--- src/rtl/ipbm_pkg.sv ---
// ----------------------------------------------------------------------------
// ipbm_pkg
// Shared types and codes for the I/O port permission bitmap block.
// ----------------------------------------------------------------------------
package ipbm_pkg;

	localparam int PORT_W  = 16;
	localparam int COUNT_W = 17;
	localparam int END_W   = 18;
	localparam int WORD_W  = PORT_W - 5;
	localparam int DATA_W  = 32;

	localparam logic CMD_UPDATE = 1'b0;
	localparam logic CMD_QUERY  = 1'b1;

	localparam logic [1:0] STATUS_OK      = 2'd0;
	localparam logic [1:0] STATUS_INVALID = 2'd1;
	localparam logic [1:0] STATUS_NOPERM  = 2'd2;

	typedef struct packed {
		logic               command;
		logic [PORT_W-1:0]  first_port;
		logic [COUNT_W-1:0] port_count;
		logic               grant;
		logic               privileged;
	} ipbm_req_t;

	typedef struct packed {
		logic [1:0] status;
		logic       port_allowed;
	} ipbm_rsp_t;

	typedef struct packed {
		logic [WORD_W-1:0] first_word;
		logic [WORD_W-1:0] last_word;
		logic [4:0]        lo_bit;
		logic [4:0]        hi_bit;
		logic              grant;
	} ipbm_range_t;

endpackage

--- src/rtl/ipbm_ram.sv ---
// ----------------------------------------------------------------------------
// ipbm_ram
// Generic simple dual-port RAM, one write and one registered read port.
// ----------------------------------------------------------------------------
module ipbm_ram #(
	parameter int WIDTH = 32,
	parameter int DEPTH = 32,
	parameter int AW    = (DEPTH > 1) ? $clog2(DEPTH) : 1
) (
	input  logic             clk,
	input  logic             wr_en,
	input  logic [AW-1:0]    wr_addr,
	input  logic [WIDTH-1:0] wr_data,
	input  logic [AW-1:0]    rd_addr,
	output logic [WIDTH-1:0] rd_data
);

	logic [WIDTH-1:0] mem_q [DEPTH];

	always_ff @(posedge clk) begin
		if (wr_en) begin
			mem_q[wr_addr] <= wr_data;
		end
		rd_data <= mem_q[rd_addr];
	end

endmodule

--- src/rtl/ipbm_mask.sv ---
// ----------------------------------------------------------------------------
// ipbm_mask
// Range mask and set/clear unit, applied to one bitmap word per cycle.
// ----------------------------------------------------------------------------
module ipbm_mask (
	input  ipbm_pkg::ipbm_range_t       rng,
	input  logic [ipbm_pkg::WORD_W-1:0] index,
	input  logic [ipbm_pkg::DATA_W-1:0] old_word,
	output logic [ipbm_pkg::DATA_W-1:0] new_word
);
	import ipbm_pkg::*;

	logic [DATA_W-1:0] lo_mask;
	logic [DATA_W-1:0] hi_mask;
	logic [DATA_W-1:0] mask;

	always_comb begin
		lo_mask  = (index == rng.first_word) ? ({DATA_W{1'b1}} << rng.lo_bit)
			: {DATA_W{1'b1}};
		hi_mask  = (index == rng.last_word) ? ~({{(DATA_W-1){1'b1}}, 1'b0} << rng.hi_bit)
			: {DATA_W{1'b1}};
		mask     = lo_mask & hi_mask;
		new_word = rng.grant ? (old_word & ~mask) : (old_word | mask);
	end

endmodule

--- src/rtl/io_permission_bitmap_range_update.sv ---
// Update: accept, a check state, a walk state that reads and writes back each word
// touched, then a result state; the next request is accepted after the result.
// Query: check, a data read, then the result; rejected requests skip straight to it.
// Throughput is one item at a time, bounded by the single RAM read/write port pair.
// Reset: a clearing pass writes all ones to BITMAP_WORDS words, one per cycle,
// with req_ready low; the response register comes out of reset empty.
// ----------------------------------------------------------------------------
// io_permission_bitmap_range_update
// I/O port permission bitmap with range grant/revoke and single-port query.
// ----------------------------------------------------------------------------
module io_permission_bitmap_range_update #(
	parameter int BITMAP_WORDS = 32
) (
	input  logic                clk,
	input  logic                arst_n,
	input  logic                req_valid,
	output logic                req_ready,
	input  ipbm_pkg::ipbm_req_t req,
	output logic                rsp_valid,
	input  logic                rsp_ready,
	output ipbm_pkg::ipbm_rsp_t rsp
);
	import ipbm_pkg::*;

	localparam int ADDR_W      = (BITMAP_WORDS > 1) ? $clog2(BITMAP_WORDS) : 1;
	localparam int TOTAL_PORTS = BITMAP_WORDS * 32;
	localparam logic [END_W-1:0]  TOTAL     = END_W'(TOTAL_PORTS);
	localparam logic [ADDR_W-1:0] LAST_ADDR = ADDR_W'(BITMAP_WORDS - 1);

	typedef enum logic [2:0] {
		S_INIT,
		S_IDLE,
		S_CHECK,
		S_WALK,
		S_QDATA,
		S_DONE
	} state_t;

	state_t            state_q;
	logic [ADDR_W-1:0] init_q;
	ipbm_req_t         req_q;
	logic [WORD_W-1:0] ptr_q;
	logic [WORD_W-1:0] wr_ptr_q;
	logic [WORD_W-1:0] last_q;
	logic [4:0]        hi_q;
	logic              rd_done_q;
	logic              pend_q;
	logic [1:0]        status_q;
	logic              allowed_q;
	logic              rsp_valid_q;
	ipbm_rsp_t         rsp_q;

	logic [END_W-1:0]  end_sum;
	logic [END_W-1:0]  end_m1;
	logic              range_bad;
	logic              query_bad;
	logic [WORD_W-1:0] first_word;
	ipbm_range_t       rng;
	logic              wr_en;
	logic [ADDR_W-1:0] wr_addr;
	logic [DATA_W-1:0] wr_data;
	logic [ADDR_W-1:0] rd_addr;
	logic [DATA_W-1:0] rd_data;
	logic [DATA_W-1:0] upd_word;

	always_comb begin
		end_sum    = END_W'(req_q.first_port) + END_W'(req_q.port_count);
		end_m1     = end_sum - END_W'(1);
		range_bad  = (req_q.port_count == '0) || (end_sum > TOTAL);
		query_bad  = (END_W'(req_q.first_port) >= TOTAL);
		first_word = req_q.first_port[PORT_W-1:5];

		rng.first_word = first_word;
		rng.last_word  = last_q;
		rng.lo_bit     = req_q.first_port[4:0];
		rng.hi_bit     = hi_q;
		rng.grant      = req_q.grant;

		wr_en   = (state_q == S_INIT) || ((state_q == S_WALK) && pend_q);
		wr_addr = (state_q == S_INIT) ? init_q : wr_ptr_q[ADDR_W-1:0];
		wr_data = (state_q == S_INIT) ? {DATA_W{1'b1}} : upd_word;
		rd_addr = (state_q == S_WALK) ? ptr_q[ADDR_W-1:0] : first_word[ADDR_W-1:0];
	end

	ipbm_mask u_mask (
		.rng      (rng),
		.index    (wr_ptr_q),
		.old_word (rd_data),
		.new_word (upd_word)
	);

	ipbm_ram #(
		.WIDTH (DATA_W),
		.DEPTH (BITMAP_WORDS),
		.AW    (ADDR_W)
	) u_ram (
		.clk     (clk),
		.wr_en   (wr_en),
		.wr_addr (wr_addr),
		.wr_data (wr_data),
		.rd_addr (rd_addr),
		.rd_data (rd_data)
	);

	always_ff @(posedge clk or negedge arst_n) begin
		if (!arst_n) begin
			state_q     <= S_INIT;
			init_q      <= '0;
			req_q       <= '0;
			ptr_q       <= '0;
			wr_ptr_q    <= '0;
			last_q      <= '0;
			hi_q        <= '0;
			rd_done_q   <= 1'b0;
			pend_q      <= 1'b0;
			status_q    <= STATUS_OK;
			allowed_q   <= 1'b0;
			rsp_valid_q <= 1'b0;
			rsp_q       <= '0;
		end else begin
			if (rsp_ready && (state_q != S_DONE)) begin
				rsp_valid_q <= 1'b0;
			end
			unique case (state_q)
				S_INIT: begin
					init_q <= init_q + ADDR_W'(1);
					if (init_q == LAST_ADDR) begin
						state_q <= S_IDLE;
					end
				end
				S_IDLE: begin
					if (req_valid) begin
						req_q   <= req;
						state_q <= S_CHECK;
					end
				end
				S_CHECK: begin
					allowed_q <= 1'b0;
					if (req_q.command == CMD_QUERY) begin
						if (query_bad) begin
							status_q <= STATUS_INVALID;
							state_q  <= S_DONE;
						end else begin
							status_q <= STATUS_OK;
							state_q  <= S_QDATA;
						end
					end else if (range_bad) begin
						status_q <= STATUS_INVALID;
						state_q  <= S_DONE;
					end else if (!req_q.privileged) begin
						status_q <= STATUS_NOPERM;
						state_q  <= S_DONE;
					end else begin
						status_q  <= STATUS_OK;
						ptr_q     <= first_word;
						last_q    <= end_m1[PORT_W-1:5];
						hi_q      <= end_m1[4:0];
						rd_done_q <= 1'b0;
						pend_q    <= 1'b0;
						state_q   <= S_WALK;
					end
				end
				S_WALK: begin
					pend_q   <= !rd_done_q;
					wr_ptr_q <= ptr_q;
					if (!rd_done_q) begin
						ptr_q <= ptr_q + WORD_W'(1);
						if (ptr_q == last_q) begin
							rd_done_q <= 1'b1;
						end
					end
					if (rd_done_q && !pend_q) begin
						state_q <= S_DONE;
					end
				end
				S_QDATA: begin
					allowed_q <= ~rd_data[req_q.first_port[4:0]];
					state_q   <= S_DONE;
				end
				S_DONE: begin
					if (!rsp_valid_q || rsp_ready) begin
						rsp_q.status       <= status_q;
						rsp_q.port_allowed <= allowed_q;
						rsp_valid_q        <= 1'b1;
						state_q            <= S_IDLE;
					end
				end
				default: begin
					state_q <= S_IDLE;
				end
			endcase
		end
	end

	assign req_ready = (state_q == S_IDLE);
	assign rsp_valid = rsp_valid_q;
	assign rsp       = rsp_q;

endmodule

--- config.mk ---
export PLATFORM = sky130hd
export DESIGN_NAME = io_permission_bitmap_range_update
export DESIGN_NICKNAME = d
export VERILOG_FILES = /design/src/rtl/ipbm_pkg.sv /design/src/rtl/ipbm_ram.sv /design/src/rtl/ipbm_mask.sv /design/src/rtl/io_permission_bitmap_range_update.sv
export SDC_FILE = /design/constraint.sdc
export NUM_CORES = 1
export LEC_CHECK = 0
export BUFFER_PORTS_ARGS = -buffer_cell sky130_fd_sc_hd__buf_2
export CAP_MARGIN = 30
export CORE_MARGIN = 8
export CORE_UTILIZATION = 50
export CTS_CLUSTER_SIZE = 12
export DETAILED_ROUTE_END_ITERATION = 12
export PLACE_DENSITY_LB_ADDON = 0.2
export REMOVE_ABC_BUFFERS = 1
export SETUP_SLACK_MARGIN = 0.1
export SLEW_MARGIN = 10
export SYNTH_ARGS = -nofsm -noshare
export SYNTH_HDL_FRONTEND = slang
export SYNTH_SLANG_ARGS = --single-unit
--- constraint.sdc ---
create_clock -name clk -period 8.6 [get_ports clk]
set_input_delay 0.86 -clock clk [delete_from_list [all_inputs] [get_ports clk]]
set_output_delay 0.86 -clock clk [all_outputs]
set_load 0.05 [all_outputs]
# Yosys cells after proc, flatten, opt, wreduce, memory -nomap -nowiden
# Memories as Yosys holds them, arrays and structs flattened. A register that Yosys moved wholly into a read port is not among the register bits.
# Index checks and enable logic that the tools add are counted.
# op_classes
add_sub_neg,4
magnitude_cmp,3
eq_ne,18
shift,2
muxes,39
bitwise_logic,8
reduce_logical,19
# op_table
op,n
two-way mux 32 bit,4
AND 32 bit,2
NOT 32 bit,2
<< shifter 32 x 5 -> 32 bit (first input constant),2
two-way mux 11 bit,4
equality test 11 bit,3
OR 32 bit,1
one-hot mux 11 bit (2 select lines),1
two-way mux 3 bit,7
adder 16 x 17 -> 18 bit,1
greater-than comparator 18 x 11 -> 1 bit (second input constant),1
one-hot mux 3 bit (6 select lines),1
logical NOT 17 bit,1
>= comparator 16 x 11 -> 1 bit (second input constant),1
subtractor 16 x 1 -> 16 bit (second input constant),1
two-way mux 1 bit,13
!= test 2 bit (second input constant),6
AND reduction 4 bit,3
adder 11 x 1 -> 11 bit (second input constant),1
two-way mux 5 bit,2
equality test 3 x 2 -> 1 bit (second input constant),2
equality test 3 bit (second input constant),2
less-than comparator 5 x 6 -> 1 bit (second input constant),1
two-way mux 2 bit,3
other kinds (15),28
# word_totals
regBits,91
mem_bits_rw,1024
in_bits,40
out_inout_bits,5
wordCells,112
memories,1
# memory_table
memory,words,word_bits,read_ports,rd_ports_with_merged_regs,write_ports,line,source
u_ram.mem_q,32,32,1,1,1,ipbm_ram.sv:18,logic [WIDTH-1:0] mem_q [DEPTH];

# Longest topological paths before layout
# depth
depth_word,8
depth_mapped,14

# Modules after synthesis
# A second synthesis with hierarchy kept.
# unflattened
cells_unflattened,3092
area_unflattened_um2,47874.7
# modules_own_cells
mod,instances,cells_each,area_per_inst_um2
ipbm_ram,1,2260,40487.6
io_permission_bitmap_range_update,1,613,5904.4
ipbm_mask,1,219,1482.7

# Worst setup path after synthesis
# Ideal clock, no wire load.
# synth_path
kind,reg2reg
start,reg wr_ptr_q[3]
end,mem u_ram.mem_q[0][21] (data pin)
setup_time_ps,615
t_arrival_ps,3580
required_ps,7985
slack_ps,4405
path_stages_with_launch,10
path_buffers,2
synth_period_minus_slack_ps,4195
path_cell_list,dfrtp_1 -> clkbuf_1 -> xor2_1 -> nor4_1 -> nand3_1 -> clkbuf_1 -> nor2_1 -> nand2_1 -> o21ai_0 -> o311ai_0
# synth_via
elab_chain_len,7
elab_cells_between_ends,10
cone_classes,eq/ne: 2; mux: 4; bitwise: 4
# synth_rtl
item,line,source
start: declaration,io_permission_bitmap_range_update.sv:43,logic [WORD_W-1:0] wr_ptr_q;
start signal: assignment,io_permission_bitmap_range_update.sv:165,wr_ptr_q <= ptr_q;
"equality test 11 bit, on equally long branches","ipbm_mask.sv:18, ipbm_mask.sv:20",
"two-way mux 32 bit, on equally long branches","ipbm_mask.sv:18, ipbm_mask.sv:20",
AND 32 bit (*),ipbm_mask.sv:22,mask = lo_mask & hi_mask;
NOT 32 bit,ipbm_mask.sv:23,new_word = rng.grant ? (old_word & ~mask) : (old_word | mask);
AND 32 bit,ipbm_mask.sv:23,
two-way mux 32 bit (*),ipbm_mask.sv:23,
two-way mux 32 bit (*),io_permission_bitmap_range_update.sv:81,wr_data = (state_q == S_INIT) ? {DATA_W{1'b1}} : upd_word;
net u_ram.wr_data[21],ipbm_ram.sv:13,"input logic [WIDTH-1:0] wr_data,"
end: declaration,ipbm_ram.sv:18,
# The timed path passes the listed nets; every way through them passes the cells marked *.

# Worst setup path in the final report
# layout_path
start,reg req_q[19] in the netlist's numbering
end,reg last_q[8]
# layout_via
elab_chain_len,5
elab_cells_between_ends,6
cone_classes,add/sub: 2; order compare: 1; bitwise: 1; reduce/logical: 2
# layout_rtl
item,line,source
start: declaration,io_permission_bitmap_range_update.sv:41,ipbm_req_t req_q;
start signal: assignment,io_permission_bitmap_range_update.sv:133,req_q <= req;
adder 16 x 17 -> 18 bit (*),io_permission_bitmap_range_update.sv:67,end_sum = END_W'(req_q.first_port) + END_W'(req_q.port_count);
greater-than comparator 18 x 11 -> 1 bit,io_permission_bitmap_range_update.sv:69,range_bad = (req_q.port_count == '0) || (end_sum > TOTAL);
logical OR 1 bit,io_permission_bitmap_range_update.sv:69,
NOT 1 bit (no source line),--,
AND reduction 4 bit (no source line),--,
end signal: assignment,io_permission_bitmap_range_update.sv:156,last_q <= end_m1[PORT_W-1:5];
end: declaration,io_permission_bitmap_range_update.sv:44,logic [WORD_W-1:0] last_q;
# Mark *: on every way between the ends. The rest lies on a longest branch, timed or not.
# A chain may end at the register's enable or synchronous reset.

==> impl_metrics.ini <==
[outcome]
status = completed

[route]
wl_per_cell_um = 28.9
first_iter_violations = 2834
ant_nets = 0
drc = 0
viasPerCell = 6.16
wl_mm = 120
vias = 25700
dr.pass1.iters = 5

[clock_tree]
cts_resized = 0
clockBufferDepth = 3
insertion_delay_ns = 0.70
cts_root_buf = clkbuf_16
h-tree-depth = 3
numCtsBuffers = 113
path_clk_slew_ns = 0.06
cts_tree = done
cts.sinks = 1147

[timing]
slew_violations = 0
period_minus_slack_ns = 4.79
fin_crit_sh_pct = 55.7
worst_pin_slew_ns = 1.09
slew_headroom_pct = 27.4
rsz0062_at_grt = false
fin_skew_ns = 0.0273
final-hold-violation-count = 0
setup_violations = 0
max_freq_mhz = 209

[placement]
gp_congestion = 0.900
place_hpwl_mm = 61.4
port_buffers = 44
place_inst = 3947

[power_and_ir_drop]
leakagePower_nw = 17.5
vdd_drop_max_mv = 0.437
power.density_nw_per_um2 = 425
p_total_mw = 22.3

[floorplan]
die_x_um = 321
pin_count = 45
core_um2 = 92800
die-area_um2 = 103000
die_y_um = 321
std_cell_rows = 112
initial_core_util_pct = 50.2

[synthesis]
netlist_area_um2 = 46600
ys_types = 73
synthTopCellsByCount = edfxtp_1 (1,024), nand2_1 (436), mux4_2 (266)
yosysMostFrequentCell = edfxtp_1
yosys.area.top_type_share_pct = 66.0
synth_cells = 2727
ys_ff_latch = 1147
yosysTopAreaCell = edfxtp_1
syn_avg_cell_area_um2 = 17.1
ys.flop_type = edfxtp_1
yosys-top-cells-area = edfxtp_1 (66%), mux4_2 (13%), dfrtp_1 (4.9%)
yosysSeqAreaShare_pct = 72.3
async_flop_share_pct = 7.93
ys_warn_count = 0
synth_edf_count = 1024

[finish]
regArea_um2 = 33700
syn2layout_area_growth_pct = 12.4
nets = 2880
drive_gt1_share_pct = 21.9
antennaDiodeCount = 0
fin_cells = 4168
fillers = 7162
multiInputGateArea_um2 = 12600

[critical_path]
r2r-start = req_q[19]$_DFFE_PN0P_
crit_start = req_q[19]$_DFFE_PN0P_
required_ns = 9.16
r2r_setup_slack_ns = 3.81
startpoint_type = flop
critPathArrivalTime_ns = 5.35
critical_path_class = flop to flop
cp_max_fo = 35
endpoint_kind = flop

[global_route]
grt_pass1_vias = 25900
antenna_found_initial = 0
grt_pass1_wl_mm = 176
grt_usage_pct = 23.2
grt-ovfl-total = 0
grt_max_degree = 158

[run]
maxCapViolations = 0

[worst_hold_path]
hold_class = input pin to flop
hp-start = req[2]
[cells by family (layout without fill, tap and decap cells)]
group	after synthesis	count (layout)	share of synthesized area, %
xor+xnor	58	58	1.09
buf+inv	170	357	1.46
simple gates	780	780	7.36
flops	1147	1147	72.3
mux	318	318	14.1
compound gates	232	232	3.13
fa+ha+maj	22	22	0.607
[worst paths after layout]
check,cells after the start,to
max in group asynchronous,4,init_q[0]$_DFFE_PN0P_
worst min register to register,2,status_q[1]$_DFFE_PN0P_
min in group asynchronous,2,req_q[5]$_DFFE_PN0P_
worst min-delay path,2,req_q[2]$_DFFE_PN0P_
worst max register to register,12,last_q[8]$_DFFE_PN0P_
worst max-delay path,12,last_q[8]$_DFFE_PN0P_
[cell type report]
cell class | instances | area share [%]
sequential | 1147 | 64.3
multi-input combinational | 1410 | 24.0
clock buffer | 187 | 6.12
tap | 1254 | 3.00
timing repair buffer | 127 | 1.95
clock inverter | 24 | 0.485
inverter | 19 | 0.136
[layer usage]
layer / track usage [%] / wire (µm) / share of wire (%)
met1: 32.2 / 48500 / 40
met2: 37.8 / 58200 / 48
met3: 3.59 / 9700 / 8.1
met4: 7.96 / 3990 / 3.3
met5: 0 / 0 / 0
[timing repair]
| item | CTS | global route |
|---|---|---|
| hold endpoints to repair | 15 | 0 |
| setup buffers | 0 | 0 |
| hold buffers | 1 | 0 |
[through the flow]
| step | utilization, % | setup TNS, ns | area [µm²] | hold slack, ns | setup WS (ns) |
|---|---|---|---|---|---|
| after floorplan | - | -568.72 | 46000 | 0.443 | -17.77 |
| after global placement | 52.5 | 0 | 48700 | 0.481 | 4.04 |
| after detailed placement | 52.5 | 0 | 48700 | 0.476 | 3.85 |
| after CTS | 56.2 | 0 | 52200 | 0.365 | 3.80 |
| after global routing | 56.5 | 0 | 52400 | 0.390 | 3.36 |
| final | 56.5 | 0 | 52400 | 0.399 | 3.81 |
[critical path, stage by stage (launching register included)]
cell	delay, ns
dfrtp_1	0.81
ha_1	0.32
inv_1	0.07
fa_1	0.40
nand2b_1	0.19
a211oi_2	0.41
nor2_1	0.15
o311ai_1	0.55
a41oi_1	0.16
nor3_4	0.40
nand4_4	0.49
inv_2	0.32
mux2_1	0.35
[state kept, by name, indices dropped and copies added, names as in the netlist, 11 cells and up]
register / count
first_word: 11
last_q: 11
ptr_q: 11
req_q: 25
u_ram.mem_q: 1024
u_ram.rd_data: 32
wr_ptr_q: 11
[power by group]
group / total (mW) / internal, mW / switching [mW]
sequential: 8.85 / 8.31 / 0.532
combinational: 8.79 / 3.24 / 5.55
clock: 4.63 / 2.60 / 2.03
total: 22.3 / 14.2 / 8.11
[placed cells by master (no fill, tap or decap), types with 12 or more instances in the layout]
master	netlist	layout
edfxtp_1	1024	1024
nand2_1	436	434
mux4_2	266	266
nand3_1	175	175
clkbuf_16	0	116
dfrtp_1	91	91
buf_4	0	71
clkbuf_1	103	65
o21ai_0	56	56
nor2_1	78	46
buf_2	34	43
a21oi_1	42	42
o21ai_1	39	39
xor2_1	38	38
mux2_2	37	37
nor2_4	0	32
dfxtp_1	32	32
ha_1	21	21
xnor2_1	20	20
inv_1	18	18
o211ai_1	18	18
nor3_1	14	14
clkinv_2	0	13
nor4_1	12	12
and3_1	13	12
No activity file was read; power rests on OpenSTA's default activity.
